## src/rtl/assert_macros.svh

```systemverilog
// shared assertion macros, sampled on clk and disabled during rst
`ifndef ASSERT_MACROS_SVH
`define ASSERT_MACROS_SVH

`define ASSERT_ALWAYS(name, expr, msg) \
  name: assert property (@(posedge clk) disable iff (rst) (expr)) else $error(msg);

`define ASSERT_IMPLIES(name, ante, cons, msg) \
  name: assert property (@(posedge clk) disable iff (rst) (ante) |-> (cons)) else $error(msg);

`define ASSERT_NEXT(name, ante, cons, msg) \
  name: assert property (@(posedge clk) disable iff (rst) (ante) |=> (cons)) else $error(msg);

`endif

```

## src/rtl/teba_pkg.sv

```systemverilog
`timescale 1ns / 1ps
package teba_pkg;

  localparam int unsigned STORE_DEPTH_DEFAULT = 1024;
  localparam int unsigned QUEUE_DEPTH = 2;

  localparam logic [2:0] REG_OP_MODE          = 3'd0;
  localparam logic [2:0] REG_FIRST_RANK       = 3'd1;
  localparam logic [2:0] REG_SIZE_D0          = 3'd2;
  localparam logic [2:0] REG_SIZE_D1          = 3'd3;
  localparam logic [2:0] REG_SIZE_D2          = 3'd4;
  localparam logic [2:0] REG_SIZE_D3          = 3'd5;
  localparam logic [2:0] REG_SECOND_RANK      = 3'd6;
  localparam logic [2:0] REG_SECOND_LAST_SIZE = 3'd7;

  localparam logic [1:0] OP_ADD = 2'd0;
  localparam logic [1:0] OP_SUB = 2'd1;
  localparam logic [1:0] OP_MUL = 2'd2;
  localparam logic [1:0] OP_DIV = 2'd3;

  localparam logic [31:0] QUIET_NAN = 32'h7FC0_0000;

  typedef struct packed {
    logic [1:0]  op_mode;
    logic [2:0]  first_rank;
    logic [15:0] size_d0;
    logic [15:0] size_d1;
    logic [15:0] size_d2;
    logic [15:0] size_d3;
    logic [2:0]  second_rank;
    logic [10:0] second_last_size;
  } cfg_t;

  typedef struct packed {
    logic [31:0] a;
    logic [31:0] b;
    logic        last;
  } item_t;

  typedef enum logic [3:0] {
    FPU_IDLE,
    FPU_CLASSIFY,
    FPU_ALIGN,
    FPU_SHIFT,
    FPU_ADDSUB,
    FPU_PRENORM,
    FPU_MULT,
    FPU_DIVIDE,
    FPU_NORM,
    FPU_LEFT,
    FPU_UNDER,
    FPU_PACK,
    FPU_DONE
  } fpu_state_t;

endpackage

```

## src/rtl/teba_queue.sv

```systemverilog
`timescale 1ns / 1ps
`include "assert_macros.svh"
module teba_queue (
  input  logic            clk,
  input  logic            rst,
  input  logic            push,
  input  teba_pkg::item_t push_item,
  output logic            full,
  input  logic            pop,
  output teba_pkg::item_t pop_item,
  output logic            empty
);
  import teba_pkg::*;

  localparam int unsigned PW = (QUEUE_DEPTH > 1) ? $clog2(QUEUE_DEPTH) : 1;

  item_t         slots [QUEUE_DEPTH];
  logic [PW-1:0] wr_ptr;
  logic [PW-1:0] rd_ptr;
  logic [PW:0]   count;

  assign full     = count == (PW+1)'(QUEUE_DEPTH);
  assign empty    = count == '0;
  assign pop_item = slots[rd_ptr];

  always_ff @(posedge clk) begin
    if (push) begin
      slots[wr_ptr] <= push_item;
    end
  end

  always_ff @(posedge clk) begin
    if (rst) begin
      wr_ptr <= '0;
      rd_ptr <= '0;
      count  <= '0;
    end else begin
      if (push) begin
        wr_ptr <= (wr_ptr == PW'(QUEUE_DEPTH - 1)) ? '0 : wr_ptr + 1'b1;
      end
      if (pop) begin
        rd_ptr <= (rd_ptr == PW'(QUEUE_DEPTH - 1)) ? '0 : rd_ptr + 1'b1;
      end
      if (push && !pop) begin
        count <= count + 1'b1;
      end else if (pop && !push) begin
        count <= count - 1'b1;
      end
    end
  end

  `ASSERT_IMPLIES(a_no_overflow, push, !full, "push into full queue")
  `ASSERT_IMPLIES(a_no_underflow, pop, !empty, "pop from empty queue")

endmodule

```

## config.mk

```make
export PLATFORM = sky130hd
export DESIGN_NAME = teba_queue
export DESIGN_NICKNAME = d
export VERILOG_FILES = /design/src/rtl/teba_pkg.sv /design/src/rtl/teba_queue.sv
export VERILOG_INCLUDE_DIRS = /design/src /design/src/rtl
export SDC_FILE = /design/constraint.sdc
export NUM_CORES = 1
export LEC_CHECK = 0
export ABC_AREA = 1
export BUFFER_PORTS_ARGS = -buffer_cell sky130_fd_sc_hd__buf_2
export CORE_MARGIN = 1.5
export CORE_UTILIZATION = 47
export CTS_CLUSTER_DIAMETER = 30
export DETAILED_ROUTE_END_ITERATION = 12
export PLACE_DENSITY = 0.74
export SLEW_MARGIN = 20
export SYNTH_ARGS = -nofsm -noshare
export SYNTH_HDL_FRONTEND = slang
export SYNTH_SLANG_ARGS = --single-unit
```

## constraint.sdc

```tcl
create_clock -name clk -period 3.5 [get_ports clk]
set_clock_uncertainty 0.2 [all_clocks]
set_input_delay 0.175 -clock clk [delete_from_list [all_inputs] [get_ports clk]]
set_output_delay 0.175 -clock clk [all_outputs]
set_load 0.005 [all_outputs]
```

Word-level counts from Yosys, hierarchy flattened
Memories as Yosys holds them, arrays and structs flattened. A register that Yosys moved wholly into a read port is not among the register bits.
Index checks and enable logic that the tools add are counted.
Word-level totals
  memory bits (writable): 130
  register bits: 4
  memories: 1
  output and inout bits: 67
Memories
  slots: depth 2, width 65, read ports 1, clocked after Yosys merged registers in 1, wr ports 1, RTL line teba_queue.sv:17  | item_t slots [QUEUE_DEPTH];
Operators by class
  add/subtract/negate cells: 4
  equality and inequality tests: 1
  reduce and logical (&&, ||, !) cells: 6
  muxes and demuxes: 8
Operators by type and width (count)
  2-to-1 mux 1 bit: 6
  2-to-1 mux 2 bit: 2
  adder 1 bit (second input constant): 2
  adder 2 x 1 -> 2 bit (second input constant): 1
  == test 2 bit (second input constant): 1
  logical AND 1 bit: 2
  logical NOT 1 bit: 2
  logical NOT 2 bit: 1
  nonzero test 2 bit: 1
  subtractor 2 x 1 -> 2 bit (second input constant): 1

Longest topological paths before layout
Gate-level depths: netlist of the first run.
  depth in word-level cells: 4
  gate-level depth with buffers: 8
  depth with buffers taken out: 8

Worst setup path after synthesis of the first run
No wires, ideal clock.
  path type: register to register
  start point: reg wr_ptr
  end point: mem slots[0][0] (netlist name) (enable)
  stages on the path, launching flop included: 2
  path buffers: 0
  arrival time: 3.036 ns
  setup time: 0.490 ns
  setup slack: -0.226 ns
  data required time: 2.810 ns
  path through: dfxtp_1 > nor2_1
RTL lines
  start, declared: RTL line teba_queue.sv:18  | logic [PW-1:0] wr_ptr;
  start signal, assigned: RTL line teba_queue.sv:39  | wr_ptr <= (wr_ptr == PW'(QUEUE_DEPTH - 1)) ? '0 : wr_ptr + 1'b1;
  end, declared: RTL line teba_queue.sv:17
No word-level cell before the write port.

==> reports/results.tsv, run 1 <==
stage	metric	value	unit
sta	rsz0062_at_grt	false	
floorplan	initial_core_util	0.490	
outcome	outcome	finished, final reports clean	
sta	slew_violations	0	
critical_path	cpPeakStageDelay	0.89	ns
sta	period_needed	2.62	ns
pwr	ir_drop	0.311	mV
synth	syn_area_per_cell	21.8	sq um
placement	hpwl	5.60	mm
clocking	cts_setup_buffers	0	
global_routing	grtUsageTotal	0.171	
routing	wire_per_inst	15.6	um
sta	fmax	0.381	GHz
clocking	cts_sinks	135	
floorplan	coreArea	0.0105	sq mm
sta	setup_violations	0	
synth	netlist_area	0.00512	sq mm
synth	ys_ff_latch	135	
floorplan	fp.dieH	107	um
pwr	p_per_area	559	mW/mm^2
finish	nets	526	
critical_path	cp_max_fo	48	
floorplan	io_pins	136	
global_routing	antenna_found_initial	0	
routing	drtPass1Iterations	4	
global_routing	grt-ovfl-total	0	
pwr	p_sw_frac	0.206	
clocking	clk_latency	0.51	ns
clocking	cts-buffers-inserted	17	
clocking	cts_max_level	4	
critical_path	cp_cell_sequence	buf_4, mux2_2, buf_2	
clocking	cts_root_buf	clkbuf_8	
pwr	intPower	3.21	mW
sta	period_share	0.749	
finish	syn2layout_area_growth	41.1	%
pwr	clock_power_share	0.422	
placement	io_buffers	135	
critical_path	required	3.12	ns
clocking	clk_path_buf_depth	2	
synth	synthesis.nets	305	
pwr	total_power	4.04	mW
synth	synth_cell_types	16	
clocking	cts_tree	done	
floorplan	fp-row-count	37	
critical_path	critPathArrivalTime	2.25	ns
floorplan	dieArea	0.0115	sq mm
routing	vias	2838	
routing	drt_iter0_markers	120	
sta	hold_viol_final	0	
routing	drc	0	
global_routing	grt_pass1_vias	2975	
pwr	leakage	2.90	nW
sta	whs	0.180	ns
pwr	switchingPower	0.834	mW
pwr	pwr-share-comb	0.103	
critical_path	cp.buffers_inverters	2	
global_routing	grt_pass1_wl	14.4	mm
pwr	seqPwrFrac	0.476	
hold_path	min_path_type	primary input to register	
critical_path	end_kind	output pin	
floorplan	die_w	107	um
synth	synth_cells	235	
global_routing	grt_max_degree	49	
finish	drive_gt1_frac	0.505	
placement	place_congestion	0.694	
critical_path	critical_path_class	register to output pin	
job	cap_violations	0	
clocking	cts_resized	0	
synth	seq_area_frac_synth	0.782	
routing	ant_nets	0	
critical_path	slowest_stage	dfxtp_4	
sta	max-slew-margin-rel	0.438	
critical_path	crit_family	flip-flops	
critical_path	startpoint_type	register	
routing	routed_wl	9.45	mm
routing	viasPerCell	4.69	
finish	antenna_cells	0	
sta	tightest_slew	0.843	ns
sta	setup-tns-final	0	ns
clocking	clk_pin_slew_worst_paths	0.06	ns
synth	synth_warnings	0	
## sequential cells by signal, summed over array words and instances (netlist names), named ones only
name	count
slots	130
rd_ptr	1
count	2
wr_ptr	1
## cells by family (layout without fill, tap and decap cells)
kind of cell,Yosys count,count (layout),synth area share
DFF,135,135,0.782
muxes,65,65,0.180
buffers and inverters,16,250,0.0208
and+or+nand+nor,15,15,0.0120
AOI/OAI and AO/OA,2,2,0.00195
adders and majority gates,1,1,0.00244
xor gates and xnor gates,1,1,0.00171
## worst reg2reg max path, stage by stage, from the launching register on
cell	delay, ns
dfxtp_1	0.41
nand2_1	0.09
inv_2	0.53
buf_12	0.33
## synthesized netlist by cell type
master / instances / area [sq um]
edfxtp_1: 130 / 3900
a21oi_1: 1 / 5.00
nand2_1: 5 / 18.8
nor2_1: 7 / 26.3
buf_6: 6 / 67.6
nor3_1: 1 / 5.00
mux2_2: 15 / 169
nand3_1: 1 / 5.00
o21ai_0: 1 / 5.00
ha_1: 1 / 12.5
mux2_4: 50 / 751
inv_1: 9 / 33.8
nand4_1: 1 / 6.26
dfxtp_1: 5 / 100
buf_2: 1 / 5.00
xnor2_1: 1 / 8.76
## layout by cell type (no fill, tap or decap), types with 3 or more instances in the layout
| master | n |
|---|---|
| clkbuf_16 | 16 |
| inv_1 | 8 |
| buf_4 | 4 |
| buf_2 | 135 |
| dlygate4sd3_1 | 69 |
| edfxtp_1 | 130 |
| clkinv_2 | 3 |
| nor2_1 | 6 |
| clkinvlp_4 | 4 |
| dfxtp_1 | 4 |
| bufinv_16 | 3 |
| mux2_4 | 50 |
| nand2_1 | 5 |
| mux2_2 | 15 |
## layer usage
layer | global-route usage | routed length, um | up-vias
met5 | 0 | 0 | -
met4 | 0.0564 | 110 | 0
met3 | 0.0654 | 698 | 14
met2 | 0.292 | 4880 | 117
met1 | 0.199 | 3760 | 1354
li1 | - | - | 1353
## worst paths after layout
check                                    startpoint                     end  slack [ns]  cells past startpoint
worst max register to register  wr_ptr$_SDFFE_PP0P_  slots[1][51]$_DFFE_PP_        1.62                      3
worst min-delay path                  push_item[48]  slots[0][48]$_DFFE_PP_        0.18                      2
worst max-delay path                       register            pop_item[45]        0.88                      3
worst min register to register  rd_ptr$_SDFFE_PP0P_     rd_ptr$_SDFFE_PP0P_        0.33                      2
## per-stage QoR
step	setup slack, ns	util	cells	area (sq um)
after floorplan	0.851	-	235	5120
after global placement	1.40	0.569	504	5960
after detailed placement	1.39	0.569	504	5960
after CTS	0.821	0.691	605	7230
after global routing	0.765	0.691	605	7230
final	0.877	0.691	605	7230
## power by group through the flow
stage	Clock, mW	Sequential [mW]	Combinational [mW]
floorplan	0	1.92	0.229
global placement	0	1.95	0.344
detailed placement	0	1.96	0.353
CTS	1.74	1.92	0.416
global route	1.81	1.93	0.450
finish	1.70	1.92	0.414
## final cells by class
cell class | count | area [sq um]
Clock inverter | 13 | 156
Inverter | 9 | 33.8
Clock buffer | 19 | 422
Sequential cell | 135 | 4010
Timing Repair Buffer | 209 | 1420
Multi-Input combinational cell | 84 | 1020
Fill cell | 712 | 3240
Tap cell | 136 | 170
## repair_timing
action / in CTS / in global routing
hold buffers: 69 / 0
endpoints found under the hold margin: 150 / 0
endpoints found under the setup margin: 0 / 0
No activity file was read; power rests on OpenSTA's default activity.
==> run 2, diff against run 1 <==
clock period = 2.2 ns   (was 3.5 ns; I/O delays follow)
==> run 2 against run 1 <==
Via count up 1.2%. Design area is 2.1% higher. Die area unchanged. Setup slack got worse by 0.71 ns. Critical path depth unchanged. Hold slack got worse by 0.059 ns. Flip-flop and latch count did not move. Sequential power is 57% higher. Sequential share of layout area decreased by 1.1 points. Largest power group unchanged. Highest routed layer unchanged.
==> reports/results.tsv, run 2 (synthesis results as in run 1) <==
stage	metric	value	unit
clocking	cts_tree	done	
pwr	ir_drop	0.609	mV
routing	vias	2872	
sta	period_needed	2.04	ns
finish	nets	536	
placement	place_congestion	0.678	
clocking	cts-buffers-inserted	17	
sta	tightest_slew	0.380	ns
sta	rsz0062_at_grt	false	
finish	regMostFlops	slots	
finish	syn2layout_area_growth	44.0	%
sta	setup-tns-final	0	ns
floorplan	initial_core_util	0.490	
critical_path	slowest_stage	dfxtp_4	
clocking	cts_root_buf	clkbuf_8	
hold_path	min_path_type	primary input to register	
critical_path	required	1.89	ns
sta	period_share	0.926	
critical_path	crit_family	flip-flops	
placement	place_area	0.00599	sq mm
clocking	clk_pin_slew_worst_paths	0.06	ns
clocking	cts_sinks	135	
sta	max-slew-margin-rel	0.747	
placement	dp.cells	503	
critical_path	startpoint_type	register	
placement	io_buffers	135	
floorplan	fp-row-count	37	
floorplan	die_w	107	um
critical_path	critical_path_class	register to output pin	
global_routing	grt-ovfl-total	0	
floorplan	io_pins	136	
sta	whs	0.121	ns
floorplan	fp.dieH	107	um
sta	slew_violations	0	
global_routing	grt_max_degree	67	
clocking	clk_path_buf_depth	2	
routing	viasPerCell	4.67	
finish	final_common_cell	buf_2	
routing	ant_nets	0	
sta	fmax	0.491	GHz
finish	drive_gt1_frac	0.522	
pwr	leakage	2.99	nW
critical_path	cpPeakStageDelay	0.46	ns
routing	wire_per_inst	15.6	um
critical_path	end_kind	output pin	
critical_path	cp_cell_sequence	buf_12, mux2_2, buf_2	
routing	routed_wl	9.62	mm
finish	reg.largest.list	slots x130, count x2	
floorplan	dieArea	0.0115	sq mm
placement	hpwl	5.52	mm
sta	setup_violations	0	
finish	most-common-layout-cells	135 x buf_2, 130 x edfxtp_1, 69 x dlygate4sd3_1, 50 x mux2_4, 16 x clkbuf_16	
global_routing	antenna_found_initial	0	
clocking	cts_max_level	4	
global_routing	grt_pass1_vias	2964	
global_routing	grtUsageTotal	0.171	
finish	antenna_cells	0	
finish	fin_cells	615	
job	cap_violations	0	
routing	drt_iter0_markers	115	
routing	drc	0	
critical_path	critPathArrivalTime	1.73	ns
finish	final_area	0.00738	sq mm
critical_path	cp.buffers_inverters	2	
critical_path	cp_max_fo	25	
pwr	total_power	6.65	mW
pwr	p_per_area	902	mW/mm^2
routing	drtPass1Iterations	4	
sta	hold_viol_final	0	
clocking	clk_latency	0.50	ns
outcome	outcome	finished, final reports clean	
critical_path	r2r_setup_slack	0.70	ns
floorplan	coreArea	0.0105	sq mm
global_routing	grt_pass1_wl	14.5	mm
finish	largest_reg_flops	130	
[run 2: cell types whose count changed in the layout (fill, tap and decap cells not counted), moves of 2 or more]
cell | previous run | this run
clkinvlp_4 | 4 | 2
buf_4 | 4 | 11
buf_12 | 1 | 4
clkbuf_1 | 2 | 0
inv_6 | 0 | 3
[run 2: repair_timing]
item	4_1_cts	5_1_grt
resized for setup	0	0
hold buffers	69	0
hold endpoints to repair	135	0
buffers inserted	0	11
endpoints found under the setup margin	0	15
[run 2: where the power goes]
part	leakage [nW]	total [mW]	internal (mW)	switching, mW
sequential	1.26	3.02	2.98	0.0479
combinational	1.42	0.731	0.443	0.288
clock	0.303	2.90	1.85	1.05
[run 2: metal layers]
| metal | track usage | wire [um] | vias up |
|---|---|---|---|
| li1 | - | - | 1379 |
| met5 | 0 | 0 | - |
| met1 | 0.203 | 4030 | 1379 |
| met2 | 0.288 | 4960 | 104 |
| met4 | 0.0686 | 100 | 0 |
| met3 | 0.0569 | 534 | 10 |
[run 2: through the flow]
| step | util | worst slack [ns] |
|---|---|---|
| 2_1_floorplan | - | 0.236 |
| 3_5_place_dp | 0.573 | 0.576 |
| 3_3_place_gp | 0.573 | 0.576 |
| 6_report | 0.705 | 0.163 |
| 4_1_cts | 0.697 | 0.00996 |
| 5_1_grt | 0.705 | 0.0818 |
[run 2: worst paths after layout]
kind | from | end | cells after the start
setup reg to reg | wr_ptr$_SDFFE_PP0P_ | slots[1][35]$_DFFE_PP_ | 3
hold / removal | push_item[62] | slots[0][62]$_DFFE_PP_ | 2
hold reg to reg | rd_ptr$_SDFFE_PP0P_ | rd_ptr$_SDFFE_PP0P_ | 2
setup / recovery | register | pop_item[49] | 3
[run 2: final cells by class]
type                            instances  area, sq um
Tap cell                              136          170
Inverter                                9         37.5
Clock buffer                           17          414
Fill cell                             676         3080
Clock inverter                         15          200
Sequential cell                       135         4010
Timing Repair Buffer                  219         1530
Multi-Input combinational cell         84         1020
==> run 3, diff against run 2 <==
PLACE_DENSITY = 0.75   (was 0.74)
==> run 3 against run 2 <==
Sequential share of layout area up 0.35 points. Global-route usage fell by 0.19 points. Register-to-register slack better by 0.03 ns. Non-clock buffer count down 8. Flip-flop and latch count did not move. Critical path depth unchanged. Via count shrank 0.52%. Die area is the same. Count of clock-buffer cells in the layout is 3 higher. First-iteration DRC count rose by 11%. Critical endpoint is now pop_item[47]. Largest power group unchanged.
==> reports/results.tsv, run 3 (synthesis results as in run 1) <==
stage	metric	value	unit
clocking	cts_max_level	4	
finish	largest_reg_flops	130	
floorplan	fp.dieH	107	um
sta	period_share	0.913	
floorplan	io_pins	136	
pwr	p_sw_frac	0.194	
clocking	cts_tree	done	
finish	final_common_cell	buf_2	
pwr	leakage	2.94	nW
pwr	seqPwrFrac	0.457	
critical_path	startpoint_type	register	
finish	most-common-layout-cells	135 x buf_2, 130 x edfxtp_1, 69 x dlygate4sd3_1, 50 x mux2_4, 16 x clkbuf_16	
pwr	intPower	5.34	mW
routing	ant_nets	0	
finish	nets	528	
global_routing	grt_max_degree	66	
global_routing	grt-ovfl-total	0	
floorplan	die_w	107	um
sta	tightest_slew	0.370	ns
sta	hold_viol_final	0	
critical_path	critPathArrivalTime	1.70	ns
global_routing	grt_pass1_vias	3036	
critical_path	required	1.89	ns
clocking	cts_root_buf	clkbuf_8	
placement	io_buffers	135	
clocking	clk_pin_slew_worst_paths	0.06	ns
placement	dp.cells	505	
routing	viasPerCell	4.71	
sta	max-slew-margin-rel	0.754	
global_routing	grtUsageTotal	0.169	
sta	period_needed	2.01	ns
clocking	cts_resized	0	
finish	fin_cells	607	
floorplan	dieArea	0.0115	sq mm
job	cap_violations	0	
sta	rsz0062_at_grt	false	
critical_path	critical_path_class	register to output pin	
sta	fmax	0.498	GHz
finish	regMostFlops	slots	
finish	reg.largest.list	slots x130, count x2	
clocking	cts-buffers-inserted	17	
critical_path	end_kind	output pin	
floorplan	fp-row-count	37	
floorplan	initial_core_util	0.490	
sta	setup-tns-final	0	ns
pwr	ir_drop	0.547	mV
pwr	p_per_area	904	mW/mm^2
hold_path	min_path_type	primary input to register	
clocking	clk_path_buf_depth	2	
global_routing	grt_pass1_wl	14.3	mm
routing	drt_iter0_markers	128	
finish	drive_gt1_frac	0.497	
global_routing	antenna_found_initial	0	
placement	place_area	0.00602	sq mm
routing	drtPass1Iterations	6	
routing	routed_wl	9.53	mm
routing	drc	0	
critical_path	cp_max_fo	21	
outcome	outcome	finished, final reports clean	
pwr	switchingPower	1.29	mW
routing	wire_per_inst	15.7	um
finish	antenna_cells	0	
sta	slew_violations	0	
pwr	pwr-share-comb	0.109	
clocking	clk_latency	0.49	ns
finish	final_area	0.00733	sq mm
floorplan	coreArea	0.0105	sq mm
clocking	cts_sinks	135	
finish	syn2layout_area_growth	43.1	%
routing	vias	2857	
sta	setup_violations	0	
placement	hpwl	5.45	mm
placement	place_congestion	0.680	
pwr	clock_power_share	0.435	
-- run 3: metal layers --
layer / part of all wire / GRT usage / up-vias
met5: 0 / 0 / -
met4: 0.010 / 0.0602 / 0
met3: 0.059 / 0.0545 / 9
met2: 0.54 / 0.304 / 114
met1: 0.39 / 0.188 / 1377
li1: - / - / 1357
-- run 3: through the flow --
stage | hold WS, ns | power, mW | util | worst slack (ns)
finish | 0.138 | 6.63 | 0.701 | 0.192
global route | 0.107 | 6.87 | 0.701 | 0.119
CTS | 0.104 | 6.68 | 0.699 | 0.0310
detailed placement | 0.101 | 3.70 | 0.575 | 0.586
global placement | 0.0969 | 3.67 | 0.575 | 0.594
floorplan | -0.0176 | 3.42 | - | 0.236
-- run 3: worst paths after layout --
check	startpoint	end	slack (ns)	depth (start not counted)
worst max-delay path	register	pop_item[47]	0.19	3
worst min-delay path	push_item[59]	slots[1][59]$_DFFE_PP_	0.14	2
worst max register to register	wr_ptr$_SDFFE_PP0P_	slots[1][8]$_DFFE_PP_	0.73	3
worst min register to register	rd_ptr$_SDFFE_PP0P_	rd_ptr$_SDFFE_PP0P_	0.34	2
-- run 3: what timing repair did --
item	in CTS	in global routing
hold buffers	69	0
endpoints found under the setup margin	0	14
endpoints found under the hold margin	135	0
buffers inserted	0	1
-- run 3: critical path, cell delays in order (launching register included) --
cell	delay, ns
dfxtp_4	0.50
buf_12	0.24
mux2_4	0.32
buf_2	0.13
-- run 3: area by class of cell --
type,instances,area (sq um)
clock inverters,12,181
well taps,136,170
multi-input cells,84,1020
fillers,695,3130
flip-flops and latches,135,4010
inverters,9,37.5
repair buffers,211,1490
clock buffers,20,425
-- run 3: power groups by stage --
| stage | logic [mW] | registers, mW | clock network (mW) |
|---|---|---|---|
| after CTS | 0.709 | 3.03 | 2.94 |
| after global routing | 0.776 | 3.04 | 3.06 |
| after detailed placement | 0.610 | 3.09 | 0 |
| after global placement | 0.597 | 3.08 | 0 |
| final | 0.720 | 3.03 | 2.88 |
| after floorplan | 0.367 | 3.06 | 0 |
