==> src/rtl/assert_macros.svh <==
// shared assertion macros, sampled on clk and disabled during rst
`ifndef ASSERT_MACROS_SVH
`define ASSERT_MACROS_SVH

`define ASSERT_ALWAYS(name, expr, msg) \
  name: assert property (@(posedge clk) disable iff (rst) (expr)) else $error(msg);

`define ASSERT_IMPLIES(name, ante, cons, msg) \
  name: assert property (@(posedge clk) disable iff (rst) (ante) |-> (cons)) else $error(msg);

`define ASSERT_NEXT(name, ante, cons, msg) \
  name: assert property (@(posedge clk) disable iff (rst) (ante) |=> (cons)) else $error(msg);

`endif

==> src/rtl/teba_pkg.sv <==
`timescale 1ns / 1ps
package teba_pkg;

  localparam int unsigned STORE_DEPTH_DEFAULT = 1024;
  localparam int unsigned QUEUE_DEPTH = 2;

  localparam logic [2:0] REG_OP_MODE          = 3'd0;
  localparam logic [2:0] REG_FIRST_RANK       = 3'd1;
  localparam logic [2:0] REG_SIZE_D0          = 3'd2;
  localparam logic [2:0] REG_SIZE_D1          = 3'd3;
  localparam logic [2:0] REG_SIZE_D2          = 3'd4;
  localparam logic [2:0] REG_SIZE_D3          = 3'd5;
  localparam logic [2:0] REG_SECOND_RANK      = 3'd6;
  localparam logic [2:0] REG_SECOND_LAST_SIZE = 3'd7;

  localparam logic [1:0] OP_ADD = 2'd0;
  localparam logic [1:0] OP_SUB = 2'd1;
  localparam logic [1:0] OP_MUL = 2'd2;
  localparam logic [1:0] OP_DIV = 2'd3;

  localparam logic [31:0] QUIET_NAN = 32'h7FC0_0000;

  typedef struct packed {
    logic [1:0]  op_mode;
    logic [2:0]  first_rank;
    logic [15:0] size_d0;
    logic [15:0] size_d1;
    logic [15:0] size_d2;
    logic [15:0] size_d3;
    logic [2:0]  second_rank;
    logic [10:0] second_last_size;
  } cfg_t;

  typedef struct packed {
    logic [31:0] a;
    logic [31:0] b;
    logic        last;
  } item_t;

  typedef enum logic [3:0] {
    FPU_IDLE,
    FPU_CLASSIFY,
    FPU_ALIGN,
    FPU_SHIFT,
    FPU_ADDSUB,
    FPU_PRENORM,
    FPU_MULT,
    FPU_DIVIDE,
    FPU_NORM,
    FPU_LEFT,
    FPU_UNDER,
    FPU_PACK,
    FPU_DONE
  } fpu_state_t;

endpackage

==> src/rtl/teba_back.sv <==
`timescale 1ns / 1ps
module teba_back (
  input  logic            clk,
  input  logic            rst,
  input  logic [1:0]      op_mode,
  output logic            pop,
  input  teba_pkg::item_t pop_item,
  input  logic            empty,
  output logic            out_valid,
  input  logic            out_stall,
  output logic [31:0]     result_value,
  output logic            last_element
);
  import teba_pkg::*;

  function automatic logic [3:0] lead8(input logic [7:0] v);
    logic [3:0] n;
    logic       found;
    n = 4'd0;
    found = 1'b0;
    for (int i = 7; i >= 0; i--) begin
      if (!found && !v[i]) begin
        n = n + 4'd1;
      end else begin
        found = 1'b1;
      end
    end
    return n;
  endfunction

  fpu_state_t state, state_next;

  logic [31:0]        a;
  logic [31:0]        b;
  logic               last_r;
  logic [1:0]         op;
  logic [47:0]        x;
  logic [47:0]        aligned;
  logic               stk;
  logic signed [10:0] e;
  logic               sign;
  logic [23:0]        ma;
  logic [23:0]        mb;
  logic signed [10:0] ea;
  logic signed [10:0] eb;
  logic [7:0]         dsh;
  logic               eff_sub;
  logic [24:0]        rem;
  logic [47:0]        q;
  logic [4:0]         cnt;
  logic [31:0]        res;

  logic [31:0]        b_eff;
  logic [7:0]         a_exp;
  logic [7:0]         b_exp;
  logic [7:0]         a_e1;
  logic [7:0]         b_e1;
  logic               a_nan;
  logic               b_nan;
  logic               a_inf;
  logic               b_inf;
  logic               a_zero;
  logic               b_zero;
  logic               sx;
  logic               sp;
  logic [31:0]        sp_res;
  logic               a_big;
  logic [47:0]        small_full;
  logic [47:0]        small_sh;
  logic               small_stk;
  logic [47:0]        sum;
  logic [3:0]         sh_ma;
  logic [3:0]         sh_mb;
  logic [24:0]        div_r;
  logic [47:0]        div_q;
  logic [3:0]         lz;
  logic [3:0]         lim;
  logic [3:0]         lsh;
  logic signed [10:0] em1;
  logic signed [10:0] amt;
  logic [5:0]         rsh;
  logic [47:0]        x_rsh;
  logic               rsh_stk;
  logic [7:0]         expf;
  logic               inc;
  logic [30:0]        packed_mag;
  logic               load_out;

  assign b_eff  = (op == OP_SUB) ? {~b[31], b[30:0]} : b;
  assign a_exp  = a[30:23];
  assign b_exp  = b_eff[30:23];
  assign a_e1   = (a_exp == 8'd0) ? 8'd1 : a_exp;
  assign b_e1   = (b_exp == 8'd0) ? 8'd1 : b_exp;
  assign a_nan  = (&a_exp) && (|a[22:0]);
  assign b_nan  = (&b_exp) && (|b_eff[22:0]);
  assign a_inf  = (&a_exp) && !(|a[22:0]);
  assign b_inf  = (&b_exp) && !(|b_eff[22:0]);
  assign a_zero = a[30:0] == 31'd0;
  assign b_zero = b_eff[30:0] == 31'd0;
  assign sx     = a[31] ^ b_eff[31];

  // special operands: nan, infinity and zero
  always_comb begin
    sp = 1'b1;
    sp_res = QUIET_NAN;
    if (a_nan || b_nan) begin
      sp_res = QUIET_NAN;
    end else begin
      unique case (op)
        OP_ADD, OP_SUB: begin
          if (a_inf && b_inf) begin
            sp_res = (a[31] == b_eff[31]) ? {a[31], 8'hFF, 23'd0} : QUIET_NAN;
          end else if (a_inf) begin
            sp_res = {a[31], 8'hFF, 23'd0};
          end else if (b_inf) begin
            sp_res = {b_eff[31], 8'hFF, 23'd0};
          end else if (a_zero && b_zero) begin
            sp_res = {a[31] & b_eff[31], 31'd0};
          end else begin
            sp = 1'b0;
          end
        end
        OP_MUL: begin
          if ((a_inf && b_zero) || (a_zero && b_inf)) begin
            sp_res = QUIET_NAN;
          end else if (a_inf || b_inf) begin
            sp_res = {sx, 8'hFF, 23'd0};
          end else if (a_zero || b_zero) begin
            sp_res = {sx, 31'd0};
          end else begin
            sp = 1'b0;
          end
        end
        OP_DIV: begin
          if (b_zero) begin
            sp_res = a_zero ? QUIET_NAN : {sx, 8'hFF, 23'd0};
          end else if (a_inf && b_inf) begin
            sp_res = QUIET_NAN;
          end else if (a_inf) begin
            sp_res = {sx, 8'hFF, 23'd0};
          end else if (b_inf || a_zero) begin
            sp_res = {sx, 31'd0};
          end else begin
            sp = 1'b0;
          end
        end
      endcase
    end
  end

  // alignment and add or subtract
  assign a_big      = a[30:0] >= b_eff[30:0];
  assign small_full = {1'b0, mb, 23'd0};
  always_comb begin
    if (dsh >= 8'd48) begin
      small_sh  = '0;
      small_stk = |mb;
    end else begin
      small_sh  = small_full >> dsh;
      small_stk = |(small_full & ~({48{1'b1}} << dsh));
    end
  end
  assign sum = eff_sub ? (x - aligned) : (x + aligned);

  assign sh_ma = ma[23] ? 4'd0 : lead8(ma[23:16]);
  assign sh_mb = mb[23] ? 4'd0 : lead8(mb[23:16]);

  // two quotient bits per cycle
  always_comb begin
    div_r = rem;
    div_q = q;
    for (int k = 0; k < 2; k++) begin
      if (div_r >= {1'b0, mb}) begin
        div_q = {div_q[46:0], 1'b1};
        div_r = div_r - {1'b0, mb};
      end else begin
        div_q = {div_q[46:0], 1'b0};
      end
      div_r = {div_r[23:0], 1'b0};
    end
  end

  // left normalization, at most eight places a cycle
  assign lz  = lead8(x[46:39]);
  assign em1 = e - 11'sd1;
  assign lim = (e > 11'sd8) ? 4'd8 : em1[3:0];
  assign lsh = (lz < lim) ? lz : lim;

  // denormalizing right shift
  assign amt     = 11'sd1 - e;
  assign rsh     = (amt > 11'sd63) ? 6'd63 : amt[5:0];
  assign x_rsh   = x >> rsh;
  assign rsh_stk = |(x & ~({48{1'b1}} << rsh));

  // round to nearest even and pack
  assign expf       = x[46] ? e[7:0] : 8'd0;
  assign inc        = x[22] & (x[23] | (|x[21:0]) | stk);
  assign packed_mag = {expf, x[45:23]} + {30'd0, inc};

  assign load_out = (state == FPU_DONE) && (!out_valid || !out_stall);

  always_ff @(posedge clk) begin
    if (rst) begin
      state <= FPU_IDLE;
    end else begin
      state <= state_next;
    end
  end

  always_comb begin
    state_next = state;
    pop = 1'b0;
    unique case (state)
      FPU_IDLE: begin
        if (!empty) begin
          pop = 1'b1;
          state_next = FPU_CLASSIFY;
        end
      end
      FPU_CLASSIFY: begin
        if (sp) begin
          state_next = FPU_DONE;
        end else if (op == OP_ADD || op == OP_SUB) begin
          state_next = FPU_ALIGN;
        end else begin
          state_next = FPU_PRENORM;
        end
      end
      FPU_ALIGN:  state_next = FPU_SHIFT;
      FPU_SHIFT:  state_next = FPU_ADDSUB;
      FPU_ADDSUB: state_next = (sum == 48'd0) ? FPU_DONE : FPU_NORM;
      FPU_PRENORM: begin
        if (ma[23] && mb[23]) begin
          state_next = (op == OP_MUL) ? FPU_MULT : FPU_DIVIDE;
        end
      end
      FPU_MULT:   state_next = FPU_NORM;
      FPU_DIVIDE: state_next = (cnt == 5'd0) ? FPU_NORM : FPU_DIVIDE;
      FPU_NORM:   state_next = FPU_LEFT;
      FPU_LEFT:   state_next = (e > 11'sd1 && !x[46]) ? FPU_LEFT : FPU_UNDER;
      FPU_UNDER:  state_next = FPU_PACK;
      FPU_PACK:   state_next = FPU_DONE;
      FPU_DONE:   state_next = load_out ? FPU_IDLE : FPU_DONE;
      default:    state_next = FPU_IDLE;
    endcase
  end

  always_ff @(posedge clk) begin
    unique case (state)
      FPU_IDLE: begin
        if (!empty) begin
          a      <= pop_item.a;
          b      <= pop_item.b;
          last_r <= pop_item.last;
          op     <= op_mode;
        end
      end
      FPU_CLASSIFY: begin
        res  <= sp_res;
        ma   <= {|a_exp, a[22:0]};
        mb   <= {|b_exp, b_eff[22:0]};
        ea   <= $signed({3'd0, a_e1});
        eb   <= $signed({3'd0, b_e1});
        sign <= sx;
      end
      FPU_ALIGN: begin
        x       <= a_big ? {1'b0, |a_exp, a[22:0], 23'd0} : {1'b0, |b_exp, b_eff[22:0], 23'd0};
        mb      <= a_big ? {|b_exp, b_eff[22:0]} : {|a_exp, a[22:0]};
        e       <= a_big ? $signed({3'd0, a_e1}) : $signed({3'd0, b_e1});
        dsh     <= a_big ? (a_e1 - b_e1) : (b_e1 - a_e1);
        sign    <= a_big ? a[31] : b_eff[31];
        eff_sub <= a[31] ^ b_eff[31];
      end
      FPU_SHIFT: begin
        aligned <= {small_sh[47:1], small_sh[0] | small_stk};
      end
      FPU_ADDSUB: begin
        x   <= sum;
        stk <= 1'b0;
        res <= 32'd0;
      end
      FPU_PRENORM: begin
        ma  <= ma << sh_ma;
        mb  <= mb << sh_mb;
        ea  <= ea - $signed({7'd0, sh_ma});
        eb  <= eb - $signed({7'd0, sh_mb});
        rem <= {1'b0, ma};
        q   <= '0;
        cnt <= 5'd23;
      end
      FPU_MULT: begin
        x   <= {24'd0, ma} * {24'd0, mb};
        e   <= ea + eb - 11'sd127;
        stk <= 1'b0;
      end
      FPU_DIVIDE: begin
        rem <= div_r;
        q   <= div_q;
        cnt <= cnt - 5'd1;
        x   <= div_q;
        stk <= div_r != 25'd0;
        e   <= ea - eb + 11'sd126;
      end
      FPU_NORM: begin
        if (x[47]) begin
          x   <= x >> 1;
          stk <= stk | x[0];
          e   <= e + 11'sd1;
        end
      end
      FPU_LEFT: begin
        if (e > 11'sd1 && !x[46]) begin
          x <= x << lsh;
          e <= e - $signed({7'd0, lsh});
        end
      end
      FPU_UNDER: begin
        if (e < 11'sd1) begin
          x   <= x_rsh;
          stk <= stk | rsh_stk;
          e   <= 11'sd1;
        end
      end
      FPU_PACK: begin
        if (e >= 11'sd255) begin
          res <= {sign, 8'hFF, 23'd0};
        end else begin
          res <= {sign, packed_mag};
        end
      end
      default: begin
      end
    endcase
  end

  always_ff @(posedge clk) begin
    if (rst) begin
      out_valid <= 1'b0;
    end else if (load_out) begin
      out_valid <= 1'b1;
    end else if (!out_stall) begin
      out_valid <= 1'b0;
    end
  end

  always_ff @(posedge clk) begin
    if (load_out) begin
      result_value <= res;
      last_element <= last_r;
    end
  end

endmodule

==> config.mk <==
export PLATFORM = sky130hd
export DESIGN_NAME = teba_back
export DESIGN_NICKNAME = d
export VERILOG_FILES = /design/src/rtl/assert_macros.svh /design/src/rtl/teba_pkg.sv /design/src/rtl/teba_back.sv
export SDC_FILE = /design/constraint.sdc
export NUM_CORES = 2
export LEC_CHECK = 0
export ABC_AREA = 1
export BUFFER_PORTS_ARGS = -buffer_cell sky130_fd_sc_hd__buf_4
export CAP_MARGIN = 15
export CORE_AREA = 2 2 351 353
export CTS_CLUSTER_SIZE = 25
export DETAILED_ROUTE_END_ITERATION = 12
export DIE_AREA = 0 0 353 355
export SKIP_CTS_REPAIR_TIMING = 1
export SLEW_MARGIN = 10
export SYNTH_ARGS = -nofsm -noshare
export SYNTH_HDL_FRONTEND = slang
export SYNTH_SLANG_ARGS = --single-unit
export TNS_END_PERCENT = 1
==> constraint.sdc <==
create_clock -name clk -period 9.7 [get_ports clk]
set_input_delay 0.485 -clock clk [delete_from_list [all_inputs] [get_ports clk]]
set_output_delay 0.485 -clock clk [all_outputs]
set_load 0.01 [all_outputs]
* Yosys cells after proc, flatten, opt, wreduce, memory -nomap -nowiden *
Index checks and enable logic that the tools add are counted.

storage, ports and cells
  register bits after elaboration = 401
  bits in latches = 0
  RAM bits = 0
  bits in read-only memories = 0
  input port bits = 71
  output and inout bits = 35
  word-level logic and storage cells = 367
  memories = 0

cells by class
  add/sub/neg operators = 39
  multiply operators = 1
  divide/modulo/power cells = 0
  $lt $le $gt $ge = 10
  equal/unequal tests = 22
  shift operators = 7
  mux-type cells = 129
  bitwise logic cells = 14
  reduce and logical (&&, ||, !) cells = 120

operators by type and width
  operator                                                        number
  32-bit two-way mux                                              15
  48-bit case mux with 7 select lines                             1
  32-bit case mux with 3 select lines                             2
  48-bit two-way mux                                              3
  4-bit two-way mux                                               30
  48-bit inverter                                                 2
  48-bit OR reduction                                             2
  47-bit two-way mux                                              2
  46-bit case mux with 2 select lines                             1
  4-bit by 1-bit adder with 4-bit output (second input constant)  21
  24-bit two-way mux                                              3
  24-bit case mux with 3 select lines                             1
  11-bit case mux with 6 select lines                             1
  31-bit logical NOT                                              2
  4-bit case mux with 13 select lines                             1
  25-bit by 24-bit >= comparator with 1-bit output                2
  25-bit case mux with 2 select lines                             1
  48-bit adder                                                    1
  47-bit by 48-bit AND with 48-bit output                         1
  48-bit AND                                                      1
  48-bit logical NOT                                              1
  24-bit by 24-bit multiplier with 48-bit output                  1
  1-bit two-way mux                                               48
  24-bit case mux with 2 select lines                             1
  73 further kinds                                                198

* Logic depth before layout (Yosys ltp) *
  word-level depth = 26
  gate-level depth with buffers = 54
  depth with buffers taken out = 51

* Worst setup path after synthesis *
Ideal clock, no wire load.

  path type = register -> register
  start = register x[46]
  end = register e[10] (data pin)
  setup time = 264 ps
  arrival time = 6503 ps
  required time = 9436 ps
  setup slack = 2933 ps
  stages on the path, launching flop included = 50
  period minus slack after synthesis = 6767 ps
  path through = edfxtp_1 -> clkbuf_1 -> nor2_1 -> ha_1 -> nor2_1 -> nor2_1 -> ha_1 -> nand3_1 -> nand2_1 -> ha_1 -> nor2_1 -> a31oi_1 -> ha_1 -> nand2_1 -> nand2_1 -> ha_1 -> inv_1 -> nand2_1 -> [... 14 more ...] -> fa_1 -> inv_1 -> nand2_1 -> nand2_1 -> a21oi_1 -> nor2_1 -> nor2_1 -> o21bai_1 -> nand2_1 -> nand2_1 -> a21oi_1 -> nor2_1 -> nor2_1 -> nor2_1 -> nor2_1 -> xnor2_1 -> nand2_1 -> nand3_1

on the way
  word-level cells in the longest chain between the ends = 26
  elaborated cells on any way between the ends = 41

ends and longest elaborated chain
  item                                                                                             RTL line          RTL
  start: declaration                                                                               teba_back.sv:37   logic [47:0] x;
  start signal: assignment                                                                         teba_back.sv:267  x <= a_big ? {1'b0, |a_exp, a[22:0], 23'd0} : {1'b0, |b_exp, b_eff[22:0], 23'd0};
  start signal: assignment                                                                         teba_back.sv:278  x <= sum;
  start signal: assignment                                                                         teba_back.sv:292  x <= {24'd0, ma} * {24'd0, mb};
  parallel branches: the longest is 20 deep, another holds 4-bit by 1-bit adder with 4-bit output  -
  4-bit two-way mux (*)                                                                            teba_back.sv:22   if (!found && !v[i]) begin
  4-bit < comparator                                                                               teba_back.sv:187  assign lsh = (lz < lim) ? lz : lim;
  4-bit two-way mux (*)                                                                            teba_back.sv:187
  11-bit by 5-bit subtractor with 11-bit output (*)                                                teba_back.sv:314  e <= e - $signed({7'd0, lsh});
  11-bit two-way mux (*)                                                                           teba_back.sv:312  if (e > 11'sd1 && !x[46]) begin
  11-bit case mux with 6 select lines (*)                                                          teba_back.sv:249  unique case (state)
  end signal: assignment                                                                           teba_back.sv:269  e <= a_big ? $signed({3'd0, a_e1}) : $signed({3'd0, b_e1});
  end signal: assignment                                                                           teba_back.sv:308  e <= e + 11'sd1;
  end signal: assignment                                                                           teba_back.sv:314
  end: declaration                                                                                 teba_back.sv:40   logic signed [10:0] e;

Every way passes the cells marked *. The select of a mux whose other input is x is not followed.
A chain may end at the register's enable or synchronous reset.

* Final worst setup path *
  start = register ma[20]
  end = register x[45] (data pin)

on the way
  word-level cells in the longest chain between the ends = 2

ends and longest elaborated chain
  item                                            RTL line          RTL
  start: declaration                              teba_back.sv:42   logic [23:0] ma;
  start signal: assignment                        teba_back.sv:260  ma <= {|a_exp, a[22:0]};
  start signal: assignment                        teba_back.sv:283  ma <= ma << sh_ma;
  24-bit by 24-bit multiplier with 48-bit output  teba_back.sv:292
  48-bit case mux with 7 select lines             teba_back.sv:249
  end signal: assignment                          teba_back.sv:292
  end signal: assignment                          teba_back.sv:300  x <= div_q;
  end signal: assignment                          teba_back.sv:306  x <= x >> 1;

Every way passes these cells.

==> key figures <==
Finish
  – Synthesis-to-finish area growth: 7.921%
  – Most common cell after layout, fill and taps aside: nand2_1
  – Fin util: 52.53%
  – FILL cells: 12312
  – Antenna cells: 0
  – Final Cell Area: 0.06377 sq mm
  – Layout cell share with drive strength beyond 1: 5.137%
  – Commonest non-fill, non-tap cells in the layout: nand2_1, inv_1, nor2_1
  – # nets final: 9409

Logic synthesis
  – Synth Flop Type: edfxtp_1
  – Register bit total from synthesis: 400
  – Yosys cell types: 71
  – Post-Syn Area: 0.05909 sq mm
  – Synth Net Count: 9434
  – Post-synth EDFFs: 395
  – Syn Inst Count: 8471
  – Proportion of synthesized chip area in sequential cells: 20.24%
  – Post-synthesis area per instance: 6.975 sq um
  – Async SR Flop Fraction: 0%
  – Synthesis Warnings: 0

Critical path
  – Crit path capture type: register
  – Maximum fanout along the worst path: 17
  – CP arrival: 8.56 ns
  – Critical path class: register to register
  – CP startpoint kind: register
  – CP Data Required Time: 10.07 ns

Global routing
  – Vias in the first global route: 55915
  – GRT overflow: 0
  – Initial antenna violation count: 14
  – Largest net degree at the start of global routing: 111
  – First-pass GRT wire length: 352200 microns
  – GRT Overall Usage: 37.08%

Timing
  – Worst-Margin Slew: 1.306 ns
  – Setup_tns: 0 ns
  – Fin. max-slew vios: 0
  – Fin. Hold Viols: 0
  – # setup viols final: 0
  – RSZ-0062 raised after global routing: no
  – Slew HR: 12.59%
  – Final setup margin: 1.515 ns
  – Final Skew: 0.1006 ns
  – Crit share post-route: 84.38%
  – Minimum clock period: 8.185 ns
  – FMAX: 0.1222 GHz

Place
  – Hpwl dp: 193300 microns
  – Post-DP Area: 0.06143 sq mm
  – I/O Buffers: 105
  – DP Worst Slack: 1.720 ns
  – Gp weighted congestion: 1.068

Die
  – Starting Density: 48.67%
  – Die height: 355 microns
  – Io pins: 106
  – Core area: 0.1214 sq mm
  – Die area: 0.1253 sq mm
  – DIE WIDTH: 353 microns
  – Std-Cell Rows: 128

Hold path
  – Hold Crit Class: input pin to register

Detailed routing
  – Vias per cell: 5.780
  – Initial drt markers: 6933
  – DRC: 0
  – Post-Route WL: 236300 microns
  – WL per Instance: 23.37 microns
  – Vias: 58453
  – Post-route ant nets: 0
  – Detailed Routing Iterations Pass 1: 8

Run
  – Max-cap viol count: 0

CTS
  – Clock sink total: 400
  – Htree depth: 2
  – CTS tree: built
  – Clk_lat worst skew: 0.69 ns
  – Root Buffer: clkbuf_16
  – Max Buffers Root-to-Sink: 3
  – Clk slew on worst S/H paths: 0.07 ns
  – Cts bufs inserted: 50

Outcome
  – Status: complete, no violations
[synthesized netlist by cell type, drive strengths merged, types with 36 or more instances]
master | n | share of area [%]
nand2 | 2150 | 14
inv | 1611 | 10
nor2 | 651 | 4.3
o21ai | 612 | 5.2
nand3 | 560 | 4.8
fa | 492 | 17
ha | 400 | 8.5
edfxtp | 395 | 20
a21oi | 344 | 2.9
clkbuf | 256 | 1.6
buf | 132 | 1.2
xor2 | 101 | 1.5
nand4 | 92 | 1.0
o211ai | 90 | 1.2
nor3 | 87 | 0.76
xnor2 | 62 | 0.93
a31oi | 57 | 0.60
o22ai | 41 | 0.43
nor4 | 36 | 0.38
[critical path, stage by stage (launching register included)]
cell and delay, ns:
edfxtp_1 1.11, buf_4 0.29, nand2_1 0.06, inv_1 0.09
fa_1 0.43, fa_1 0.57, inv_1 0.06, fa_1 0.49
fa_1 0.51, inv_1 0.05, fa_1 0.48, fa_1 0.52
inv_1 0.06, fa_1 0.47, inv_1 0.04, ha_1 0.32
a21oi_1 0.25, o21a_1 0.18, nand2_1 0.05, o21ai_0 0.31
nand3_1 0.25, nand2_1 0.11, o211ai_1 0.10, o21ai_0 0.63
o21ai_0 0.19, nor2_1 0.14, nand4_1 0.09
[metrics by stage]
stage                     instances  hold slack, ns
after floorplan                8471          0.4003
after global placement         9951          0.4023
after detailed placement       9954          0.4045
after CTS                     10048        -0.05204
after global routing          10113        0.005027
final                         10113         0.01545
[per-layer routing]
metal | global-route usage [%] | vias up | wire length, microns
met1 | 51.23 | 27840 | 98950
met5 | 0 | - | 85
li1 | - | 27024 | -
met4 | 16.08 | 14 | 12430
met3 | 7.154 | 562 | 23490
met2 | 56.69 | 3013 | 101400
[cell families after synthesis]
logic type	share of synthesized area (%)
AOI/OAI and AO/OA	13.04
xor gates and xnor gates	2.429
adders and majority gates	25.14
buffers and inverters	13.09
DFF	20.24
muxes	0.5633
and+or+nand+nor	25.49
[final timing paths]
path / slack [ns] / start / to / cells past startpoint
min reg2reg: 0.42 / res[5] / result_value[5] / 0
min: 0.02 / pop_item[52] / a[19] / 1
max reg2reg: 1.51 / ma[20] / x[45] / 26
max: 1.51 / ma[20] / x[45] / 26
[area by class of cell]
class | instances | area (sq um) | share of cell area (%)
Clock buffer | 54 | 1266 | 1.986
Sequential cell | 400 | 11960 | 18.76
Clock inverter | 40 | 426.7 | 0.6691
Tap cell | 1625 | 2033 | 3.188
Timing Repair Buffer | 311 | 2492 | 3.908
Multi-Input combinational cell | 6061 | 39500 | 61.94
Inverter | 1622 | 6091 | 9.551
[registers in the layout, summed over array words and instances (netlist names), 11 cells and up]
name	flops
a	32
aligned	47
b	32
e	11
ea	11
eb	11
ma	24
mb	24
q	46
rem	25
res	32
result_value	32
x	48
Power is not shown: default switching activity piles up to over one toggle a cycle in this logic, so the estimate is an artifact.
